$ cat src/rtl/bis_pkg.sv
// Shared types and constants for the batch insertion sorter.
// No dependencies; imported by the controller, datapath and top level.
package bis_pkg;

    localparam int DEPTH_DEF = 32;
    localparam int VALUE_W   = 32;

    // Commands from the controller to the datapath.
    typedef struct packed {
        logic insert;     // place the input word into the sorted row
        logic set_drop;   // row is full, flag that a word was dropped
        logic shift;      // move every slot but the last down by one toward slot 0
        logic finish;     // final word of the batch leaves, clear the drop flag
    } t_dp_cmd;

    // Status from the datapath to the controller.
    typedef struct packed {
        logic full;
        logic one_left;
        logic dropped;
    } t_dp_status;

endpackage

$ cat src/rtl/bis_ctrl.sv
// Controller of the batch insertion sorter: collect and emit phases.
// Depends on bis_pkg for the command and status structs.
module bis_ctrl
    import bis_pkg::*;
(
    input  logic       i_clk,
    input  logic       i_rst_n,
    input  logic       i_start,
    input  logic       i_last,
    input  t_dp_status i_status,
    output t_dp_cmd    o_cmd,
    output logic       o_busy,
    output logic       o_emit
);

    localparam logic ST_COLLECT = 1'b0;
    localparam logic ST_EMIT    = 1'b1;

    logic r_state;
    logic n_state;
    logic accept;

    assign accept = i_start && (r_state == ST_COLLECT);

    always_comb begin
        n_state = r_state;
        o_cmd   = '0;
        unique case (r_state)
            ST_COLLECT: begin
                o_cmd.insert   = accept && !i_status.full;
                o_cmd.set_drop = accept && i_status.full;
                if (accept && i_last) begin
                    n_state = ST_EMIT;
                end
            end
            ST_EMIT: begin
                o_cmd.shift  = 1'b1;
                o_cmd.finish = i_status.one_left;
                if (i_status.one_left) begin
                    n_state = ST_COLLECT;
                end
            end
            default: begin
                n_state = ST_COLLECT;
            end
        endcase
    end

    always_ff @(posedge i_clk) begin
        if (!i_rst_n) begin
            r_state <= ST_COLLECT;
        end else begin
            r_state <= n_state;
        end
    end

    assign o_busy = (r_state == ST_EMIT);
    assign o_emit = (r_state == ST_EMIT);

endmodule

$ cat src/rtl/bis_datapath.sv
// Datapath of the batch insertion sorter: a row of compare-and-shift cells,
// the fill count and the drop flag. Depends on bis_pkg.
module bis_datapath
    import bis_pkg::*;
#(
    parameter int DEPTH = DEPTH_DEF
) (
    input  logic                      i_clk,
    input  logic                      i_rst_n,
    input  t_dp_cmd                   i_cmd,
    input  logic signed [VALUE_W-1:0] i_value,
    output t_dp_status                o_status,
    output logic signed [VALUE_W-1:0] o_head
);

    localparam int CNT_W = $clog2(DEPTH + 1);

    logic signed [VALUE_W-1:0] r_slot [DEPTH];
    logic [CNT_W-1:0]          r_count;
    logic                      r_drop;
    logic [DEPTH-1:0]          gt;
    logic [DEPTH-1:0]          take_prev;
    logic [DEPTH-1:0]          take_new;

    // Each occupied cell compares its word with the new one. Because the row
    // is sorted, the cells holding larger words form a run at the top end.
    for (genvar i = 0; i < DEPTH; i++) begin : g_cell
        localparam logic [CNT_W-1:0] IDX = CNT_W'(i);

        assign gt[i] = (IDX < r_count) && (r_slot[i] > i_value);

        if (i == 0) begin : g_first
            assign take_prev[i] = 1'b0;
        end else begin : g_rest
            assign take_prev[i] = gt[i-1];
        end

        // The new word lands in the lowest larger cell, or just past the end.
        assign take_new[i] = (gt[i] || (IDX == r_count)) && !take_prev[i];
    end

    // The end cells clamp their neighbor index; the clamped arm is never taken.
    always_ff @(posedge i_clk) begin
        for (int i = 0; i < DEPTH; i++) begin
            if (i_cmd.insert) begin
                if (take_prev[i]) begin
                    r_slot[i] <= r_slot[(i > 0) ? i - 1 : 0];
                end else if (take_new[i]) begin
                    r_slot[i] <= i_value;
                end
            end else if (i_cmd.shift && (i < DEPTH - 1)) begin
                r_slot[i] <= r_slot[(i < DEPTH - 1) ? i + 1 : i];
            end
        end
    end

    always_ff @(posedge i_clk) begin
        if (!i_rst_n) begin
            r_count <= '0;
            r_drop  <= 1'b0;
        end else begin
            if (i_cmd.insert) begin
                r_count <= r_count + CNT_W'(1);
            end else if (i_cmd.shift) begin
                r_count <= r_count - CNT_W'(1);
            end
            if (i_cmd.set_drop) begin
                r_drop <= 1'b1;
            end else if (i_cmd.finish) begin
                r_drop <= 1'b0;
            end
        end
    end

    assign o_status.full     = (r_count == CNT_W'(DEPTH));
    assign o_status.one_left = (r_count == CNT_W'(1));
    assign o_status.dropped  = r_drop;
    assign o_head            = r_slot[0];

endmodule

$ cat src/rtl/batch_insertion_sorter_unit.sv
// Top level of the batch insertion sorter: controller plus cell datapath.
// Depends on bis_pkg, bis_ctrl and bis_datapath.
//
//  channel | direction | handshake           | word
//  --------+-----------+---------------------+------------------------------------
//  input   | in        | start && !busy      | i_value, i_last
//  result  | out       | o_res_valid strobe  | o_value_res, o_last_res, o_overflow
//
// An input word is inserted in the cycle it is accepted, so words of a batch
// can arrive back to back while busy is low.
// After the word marked last, the held words leave one per cycle from slot 0
// as the cell row shifts down; busy is high while they leave. Reset is
// synchronous, active low, and empties the row.
// The receiver cannot stall: each result shows for exactly one cycle.
module batch_insertion_sorter_unit
    import bis_pkg::*;
#(
    parameter int DEPTH = DEPTH_DEF
) (
    input  logic                      i_clk,
    input  logic                      i_rst_n,
    input  logic                      start,
    output logic                      busy,
    input  logic signed [VALUE_W-1:0] i_value,
    input  logic                      i_last,
    output logic                      o_res_valid,
    output logic signed [VALUE_W-1:0] o_value_res,
    output logic                      o_last_res,
    output logic                      o_overflow
);

    t_dp_cmd    cmd;
    t_dp_status status;
    logic       emit;

    bis_ctrl u_ctrl (
        .i_clk    (i_clk),
        .i_rst_n  (i_rst_n),
        .i_start  (start),
        .i_last   (i_last),
        .i_status (status),
        .o_cmd    (cmd),
        .o_busy   (busy),
        .o_emit   (emit)
    );

    bis_datapath #(
        .DEPTH (DEPTH)
    ) u_datapath (
        .i_clk    (i_clk),
        .i_rst_n  (i_rst_n),
        .i_cmd    (cmd),
        .i_value  (i_value),
        .o_status (status),
        .o_head   (o_value_res)
    );

    assign o_res_valid = emit;
    assign o_last_res  = emit && status.one_left;
    assign o_overflow  = emit && status.dropped;

endmodule

$ cat config.mk
export PLATFORM = sky130hd
export DESIGN_NAME = batch_insertion_sorter_unit
export DESIGN_NICKNAME = d
export VERILOG_FILES = /design/src/rtl/bis_pkg.sv /design/src/rtl/bis_ctrl.sv /design/src/rtl/bis_datapath.sv /design/src/rtl/batch_insertion_sorter_unit.sv
export SDC_FILE = /design/constraint.sdc
export NUM_CORES = 2
export LEC_CHECK = 0
export BUFFER_PORTS_ARGS = -buffer_cell sky130_fd_sc_hd__buf_2
export CORE_MARGIN = 2
export CORE_UTILIZATION = 55
export DETAILED_ROUTE_END_ITERATION = 7
export HOLD_SLACK_MARGIN = 0.02
export PLACE_DENSITY = 0.71
export SETUP_SLACK_MARGIN = 0.05
export SLEW_MARGIN = 10
export SYNTH_ARGS = -nofsm -noshare
export SYNTH_HDL_FRONTEND = slang
export SYNTH_HIERARCHICAL = 1
export SYNTH_SLANG_ARGS = --single-unit
$ cat constraint.sdc
create_clock -name i_clk -period 12.1 [get_ports i_clk]
set_input_delay 3.63 -clock i_clk [delete_from_list [all_inputs] [get_ports i_clk]]
set_output_delay 3.63 -clock i_clk [all_outputs]
set_load 0.01 [all_outputs]
# Yosys cells after proc, flatten, opt, wreduce, memory -nomap -nowiden
# Memory sizes are Yosys's and may differ from the RTL's.
# Cells that the tools add are included.
# word_totals
reg_bits	8
latch_bits	0
mem_bits_rw	1024
rom_bits	0
in_bits	36
out_inout_bits	36
word_cells	596
memories	1
# mem_list
memory	depth	word_bits	rd	rd_ports_with_merged_regs	wr	line_no	rtl
u_datapath.r_slot	32	32	32	0	32	bis_datapath.sv:18	logic signed [VALUE_W-1:0] r_slot [DEPTH];
# classes
add_sub_neg	2
n_mul	0
div_mod_pow	0
magnitude_cmp	64
eq_ne	33
n_shift	0
n_mux	294
bitwise_logic	63
n_reduce_logical	136
# ops
op	count
32-bit two-way mux	62
32-bit greater-than comparator	32
1-bit two-way mux	227
5-bit by 6-bit == test with 1-bit output (first input constant)	16
5-bit by 6-bit less-than comparator with 1-bit output (first input constant)	16
1-bit logical AND	69
1-bit bitwise OR	62
4-bit by 6-bit == test with 1-bit output (first input constant)	8
4-bit by 6-bit less-than comparator with 1-bit output (first input constant)	8
1-bit zero test	32
1-bit logical OR	32
3-bit by 6-bit == test with 1-bit output (first input constant)	4
3-bit by 6-bit less-than comparator with 1-bit output (first input constant)	4
2-bit by 6-bit == test with 1-bit output (first input constant)	2
1-bit by 6-bit less-than comparator with 1-bit output (first input constant)	2
2-bit by 6-bit less-than comparator with 1-bit output (first input constant)	2
6-bit two-way mux	2
6-bit by 1-bit adder with 6-bit output (second input constant)	1
1-bit by 6-bit == test with 1-bit output (first input constant)	1
6-bit by 1-bit == test with 1-bit output (second input constant)	1
6-bit == test (second input constant)	1
6-bit zero test	1
6-bit by 1-bit subtractor with 6-bit output (second input constant)	1
2-bit two-way mux	2
3 further kinds	4

# Logic depth before layout (Yosys ltp)
# An unclocked memory read counts as a cell.
# depth
depth_word	11
ltp_mapped	15
depth_no_buf	11

# Hierarchy
# Netlist, hierarchy kept.
# modules_own_cells
mod	instances	cells_per_inst	area_per_inst_um2	seq_area_each_um2
bis_datapath	1	8183	78566.6	30889.6
bis_ctrl	1	9	78.8	20.0
batch_insertion_sorter_unit	1	2	12.5	0.0

# Worst setup path after synthesis
# No wires, ideal clock.
# synth_timing
path_kind	input to register
startpoint	input i_value[31]
endpoint	memory u_datapath.r_slot[4][0] (netlist: u_datapath/r_slot[0][128]), enable pin
setup_ps	466
arrival_time_ps	8746
required_ps	11634
path_slack_ps	2888
stages	12
path_buffers	3
path_cell_list	inv_1 ha_1 nand4_1 nor2_1 a221o_1 a211o_1 or3b_1 clkbuf_1 and3_1 buf_2 clkbuf_1 o21ai_0
# synth_rtl
item	line_no	rtl
start: declaration	batch_insertion_sorter_unit.sv:24	input logic signed [VALUE_W-1:0] i_value,
end: declaration	bis_datapath.sv:18	

==> impl_summary.txt <==
----------------------------------------------------
[Floorplanning]
  Die span in x ... 382.2 µm
  Number of top-level design ports ... 72
  Core region area ... ~140000 µm²
  Starting Density ... between 50% and 60%
  Number of rows created at floorplan ... 138
  Full die area ... between 100000 and 150000 µm²
  Die Y-Extent ... 382.2 µm

[Critical path]
  Worst Setup Start Kind ... input port
  Logic depth of the worst register-to-register path ... 13
  Slack of the worst reg-to-reg path ... 6.32 ns
  Worst flop-to-flop path endpoint ... u_datapath/r_slot[1][29]$_DFFE_PP_
  Critical Path AT ... 9.38 ns
  Req. time, crit path ... between 10 and 15 ns
  Top fanout value on the critical path ... 33
  Element type at the critical path end ... flop
  Reg-to-reg critical path startpoint ... u_datapath/r_count[0]$_SDFFE_PN0P_
  Worst Setup Path Type ... input port to flop

[Timing]
  Worst clock skew on the final layout ... approximately 0.036 ns
  Final Slew Violations ... 0
  Time the final worst path needs with I/O delays and setup ... around 9.0 ns
  Maximum achievable frequency ... roughly 0.11 GHz
  Max transition margin ... approximately 17%
  Final cycle utilization of the critical path ... 74.17%
  Setup repair after global routing missed its margin ... false
  Worst hold slack across all endpoints ... 0.6010 ns
  Setup total negative slack ... 0 ns
  Number of hold-slack violations in the final timing report ... 0
  Worst-Margin Slew ... 1.250 ns
  Total of endpoints with negative setup slack in the final report ... 0

[Layout]
  Number of standard cells in the final layout excluding fillers ... between 9k and 10k
  Number of fill cells ... approximately 12k
  Syn-to-layout area delta ... 7.338%
  Proportion of layout cells with a drive suffix above 1 ... 8.000%
  Fin nets ... about 9.0k

[Synthesis]
  Number of distinct library cells after synthesis ... 92
  Per-instance average area after synthesis ... roughly 9.6 µm²
  FFs w/ async S/R, synth ... 0%
  Post-synthesis net count ... approximately 9.3k
  Post-synth top flop ... sky130_fd_sc_hd__edfxtp_1
  Sequential-to-total area share from yosys stat ... between 30% and 40%
  Yosys synthesis warning count ... 6
  Synthesized instance count ... between 8k and 9k
  Flops & latches, synth ... 1032
  Synthesized area ... about 80000 µm²
  Number of enable-type register cells in the synthesized netlist ... a little over 1k

[Place]
  Cell count after placement ... roughly 9.7k
  Quantity of I/O buffers inserted on ports ... a little over 70
  Weighted congestion at the end of routability-driven global placement ... about 1
  Detailed-placement wirelength estimate ... around 230000 µm

[GRT]
  Number of global-route vias before repair ... a little under 70k
  Number of antenna violations at the first check in global routing ... 9
  Wire length of the first global-routing pass ... 473400 µm
  Pin count of the biggest net entering global routing ... approximately 230
  GRT Util Overall ... 44.12%
  Grt total ovfl ... 0

[Route]
  Count of antenna-violating nets left after detailed routing ... 0
  Met1 layer wirelength in the final routing ... around 130000 µm
  Total DRC errors in the routed layout ... 2
  Routed vias ... approximately 73k
  Max Used Layer ... met5
  First DRT Iteration DRCs ... approximately 11k
  Total Wirelength ... ~330000 µm
  First-pass iteration count of the detailed router ... 8
  DR vias/cell ... between 7 and 8
  Post-detailed-route wirelength per cell ... 33.45 µm
  Met2 wire length ... between 100000 and 150000 µm
  Detail Route met3 WL ... between 50000 and 60000 µm

[Power]
  Pwr Total ... roughly 15000 µW
  Cell Pwr Density ... 181.6 nW/µm²
  Total leakage power ... 0.03196 µW
  Worst IR Drop VDD ... around 0.00013 V

[CTS]
  Clock latency of the later-clocked register in the worst-skew pair ... 0.78 ns
  CTS tree ... built
  Number of gates given a new drive strength after cts ... 0
  Number of buffers inserted to repair setup after CTS ... 0
  H-tree levels ... 3
  Clock Tree Buf Depth ... 3
  Sink count of the clock tree ... approximately 1.0k
  Total of hold buffers inserted after clock tree synthesis ... 0
  Clock transition at the register clock pins on the worst setup and hold paths after CTS ... approximately 0.060 ns
  Cell at the root of the clock tree ... sky130_fd_sc_hd__clkbuf_16
  Clock buffers created by TritonCTS ... around 120

[Hold path]
  Cell depth of the worst min-delay path ... 2
  Endpoint of the worst hold-timing path ... u_datapath/r_slot[0][1]$_DFFE_PP_
  Class of the most critical hold timing path ... flop to flop
  Min-Delay Startpoint ... u_datapath/r_slot[0][33]$_DFFE_PP_

[Run status]
  Result of the run ... finished with violations
  Violations in the final reports ... design-rule violations

[Flow run]
  Max Cap Violations ... 0

----------------------------------------------------
==> synthesized netlist by cell type, types with 10 or more instances <==
master | count | area share, %
sky130_fd_sc_hd__a2111o_1 | 14 | 0.20
sky130_fd_sc_hd__a211o_1 | 13 | 0.14
sky130_fd_sc_hd__a211oi_1 | 87 | 0.83
sky130_fd_sc_hd__a21boi_0 | 42 | 0.40
sky130_fd_sc_hd__a21o_1 | 55 | 0.52
sky130_fd_sc_hd__a21oi_1 | 596 | 3.8
sky130_fd_sc_hd__a221o_1 | 15 | 0.19
sky130_fd_sc_hd__a221oi_1 | 29 | 0.32
sky130_fd_sc_hd__a31o_2 | 34 | 0.38
sky130_fd_sc_hd__a31oi_1 | 52 | 0.41
sky130_fd_sc_hd__and2_1 | 16 | 0.13
sky130_fd_sc_hd__and3_1 | 11 | 0.087
sky130_fd_sc_hd__and3b_1 | 12 | 0.13
sky130_fd_sc_hd__and4_1 | 22 | 0.24
sky130_fd_sc_hd__buf_1 | 16 | 0.076
sky130_fd_sc_hd__buf_2 | 60 | 0.38
sky130_fd_sc_hd__buf_4 | 54 | 0.52
sky130_fd_sc_hd__clkbuf_1 | 494 | 2.4
sky130_fd_sc_hd__edfxtp_1 | 1024 | 39
sky130_fd_sc_hd__ha_1 | 1028 | 16
sky130_fd_sc_hd__inv_1 | 97 | 0.46
sky130_fd_sc_hd__mux2_2 | 64 | 0.92
sky130_fd_sc_hd__mux2i_1 | 405 | 5.2
sky130_fd_sc_hd__nand2_1 | 1394 | 6.7
sky130_fd_sc_hd__nand2b_1 | 14 | 0.11
sky130_fd_sc_hd__nand3_1 | 490 | 3.1
sky130_fd_sc_hd__nand3b_1 | 10 | 0.095
sky130_fd_sc_hd__nand4_1 | 229 | 1.8
sky130_fd_sc_hd__nor2_1 | 193 | 0.92
sky130_fd_sc_hd__nor2b_1 | 103 | 0.82
sky130_fd_sc_hd__nor3_1 | 46 | 0.29
sky130_fd_sc_hd__nor3b_1 | 10 | 0.095
sky130_fd_sc_hd__nor4_1 | 52 | 0.41
sky130_fd_sc_hd__o211a_1 | 10 | 0.13
sky130_fd_sc_hd__o211ai_1 | 646 | 6.2
sky130_fd_sc_hd__o21a_1 | 41 | 0.39
sky130_fd_sc_hd__o21ai_0 | 431 | 2.7
sky130_fd_sc_hd__o21ai_1 | 41 | 0.26
sky130_fd_sc_hd__o22a_1 | 32 | 0.36
sky130_fd_sc_hd__o311ai_0 | 15 | 0.17
sky130_fd_sc_hd__o31ai_1 | 34 | 0.32
sky130_fd_sc_hd__or4_1 | 10 | 0.095
==> area by class of cell <==
class	instances	area (µm²)	share of cell area, %
Tap cell	1890	2365	2.801
Clock inverter	65	530.5	0.6283
Multi-Input combinational cell	6435	45050	53.36
Sequential cell	1032	30910	36.61
Clock buffer	158	3217	3.810
Timing Repair Buffer	274	1957	2.318
Inverter	98	367.9	0.4357
Antenna cell	11	27.53	0.03260
==> cells by family after synthesis <==
group                    count (synthesis)  share of synthesized area, %
flip-flops                            1032                         39.30
XOR/XNOR                                 5                       0.05567
AO/OA/AOI/OAI                         2290                         18.97
adder cells (fa/ha/maj)               1028                         16.35
multiplexers                           469                         6.070
buffers and inverters                  727                         3.870
AND/OR/NAND/NOR                       2643                         15.39
==> worst max-delay path: stages <==
cell                       delay, ns
sky130_fd_sc_hd__buf_2          0.07
sky130_fd_sc_hd__buf_4          0.60
sky130_fd_sc_hd__inv_2          0.45
sky130_fd_sc_hd__buf_4          0.50
sky130_fd_sc_hd__ha_1           0.41
sky130_fd_sc_hd__nand4_1        0.12
sky130_fd_sc_hd__nor3_1         0.07
sky130_fd_sc_hd__a221oi_1       0.26
sky130_fd_sc_hd__o21ai_0        0.16
sky130_fd_sc_hd__or3b_2         0.50
sky130_fd_sc_hd__nand2_1        0.80
sky130_fd_sc_hd__o21a_1         1.03
sky130_fd_sc_hd__o21bai_2       0.27
sky130_fd_sc_hd__buf_4          0.39
==> flip-flops by register name, summed over array words and instances (netlist names) <==
name and flops:
u_datapath/r_drop 1, u_ctrl/o_busy 1, u_datapath/r_count 6, u_datapath/r_slot 1024
==> metal layers <==
metal  track usage (%)  vias up
met5            0.5622        -
met4             26.26       12
met3             15.84     1016
met2             59.46     5932
met1             60.20    35010
li1                  -    31040
==> stage by stage <==
step                      setup slack (ns)  util, %  instance area, µm²
final                                3.125    59.56               84430
after global routing                 2.975    59.54               84400
after CTS                            3.400    59.54               84400
after detailed placement             2.607    56.90               80650
after global placement               2.660    56.90               80650
after floorplan                      2.888        -               78660
==> cell usage in the layout (no fill, tap or decap), types with 30 or more instances in the layout <==
master and count:
sky130_fd_sc_hd__ha_1 1028, sky130_fd_sc_hd__o211ai_1 646, sky130_fd_sc_hd__clkbuf_1 32, sky130_fd_sc_hd__nand3_1 488, sky130_fd_sc_hd__o21a_1 41, sky130_fd_sc_hd__o31ai_1 34
sky130_fd_sc_hd__inv_2 31, sky130_fd_sc_hd__nor3_1 45, sky130_fd_sc_hd__buf_4 198, sky130_fd_sc_hd__o21ai_1 39, sky130_fd_sc_hd__a21oi_1 588, sky130_fd_sc_hd__nand2_1 1388
sky130_fd_sc_hd__mux2i_1 405, sky130_fd_sc_hd__inv_1 66, sky130_fd_sc_hd__nor2b_1 102, sky130_fd_sc_hd__mux2_2 64, sky130_fd_sc_hd__a21o_1 53, sky130_fd_sc_hd__edfxtp_1 1024
sky130_fd_sc_hd__o21ai_0 425, sky130_fd_sc_hd__o22a_1 32, sky130_fd_sc_hd__buf_2 70, sky130_fd_sc_hd__nand4_1 229, sky130_fd_sc_hd__a211oi_1 87, sky130_fd_sc_hd__clkinv_1 30
sky130_fd_sc_hd__a21boi_0 42, sky130_fd_sc_hd__nor2_1 188, sky130_fd_sc_hd__clkbuf_16 121, sky130_fd_sc_hd__nor4_1 52, sky130_fd_sc_hd__a31o_2 34, sky130_fd_sc_hd__a31oi_1 50
==> where the power goes <==
part / internal (µW) / switching [µW] / total [µW]
registers: 5270 / 1210 / 6480
logic: 1860 / 3370 / 5230
clock network: 2010 / 1620 / 3620
==> worst max path at each step <==
stage	start	end	cells after the start
3_5_place_dp	i_value[22]	u_datapath/r_slot[0][184]$_DFFE_PP_	14
3_3_place_gp	i_value[22]	u_datapath/r_slot[0][166]$_DFFE_PP_	14
2_1_floorplan	i_value[31]	u_datapath/r_slot[0][128]$_DFFE_PP_	12
4_1_cts	i_value[22]	u_datapath/r_slot[0][161]$_DFFE_PP_	14
6_report	i_value[22]	u_datapath/r_slot[0][161]$_DFFE_PP_	14
5_1_grt	i_value[22]	u_datapath/r_slot[0][188]$_DFFE_PP_	14
No activity file was read; power rests on OpenSTA's default activity.
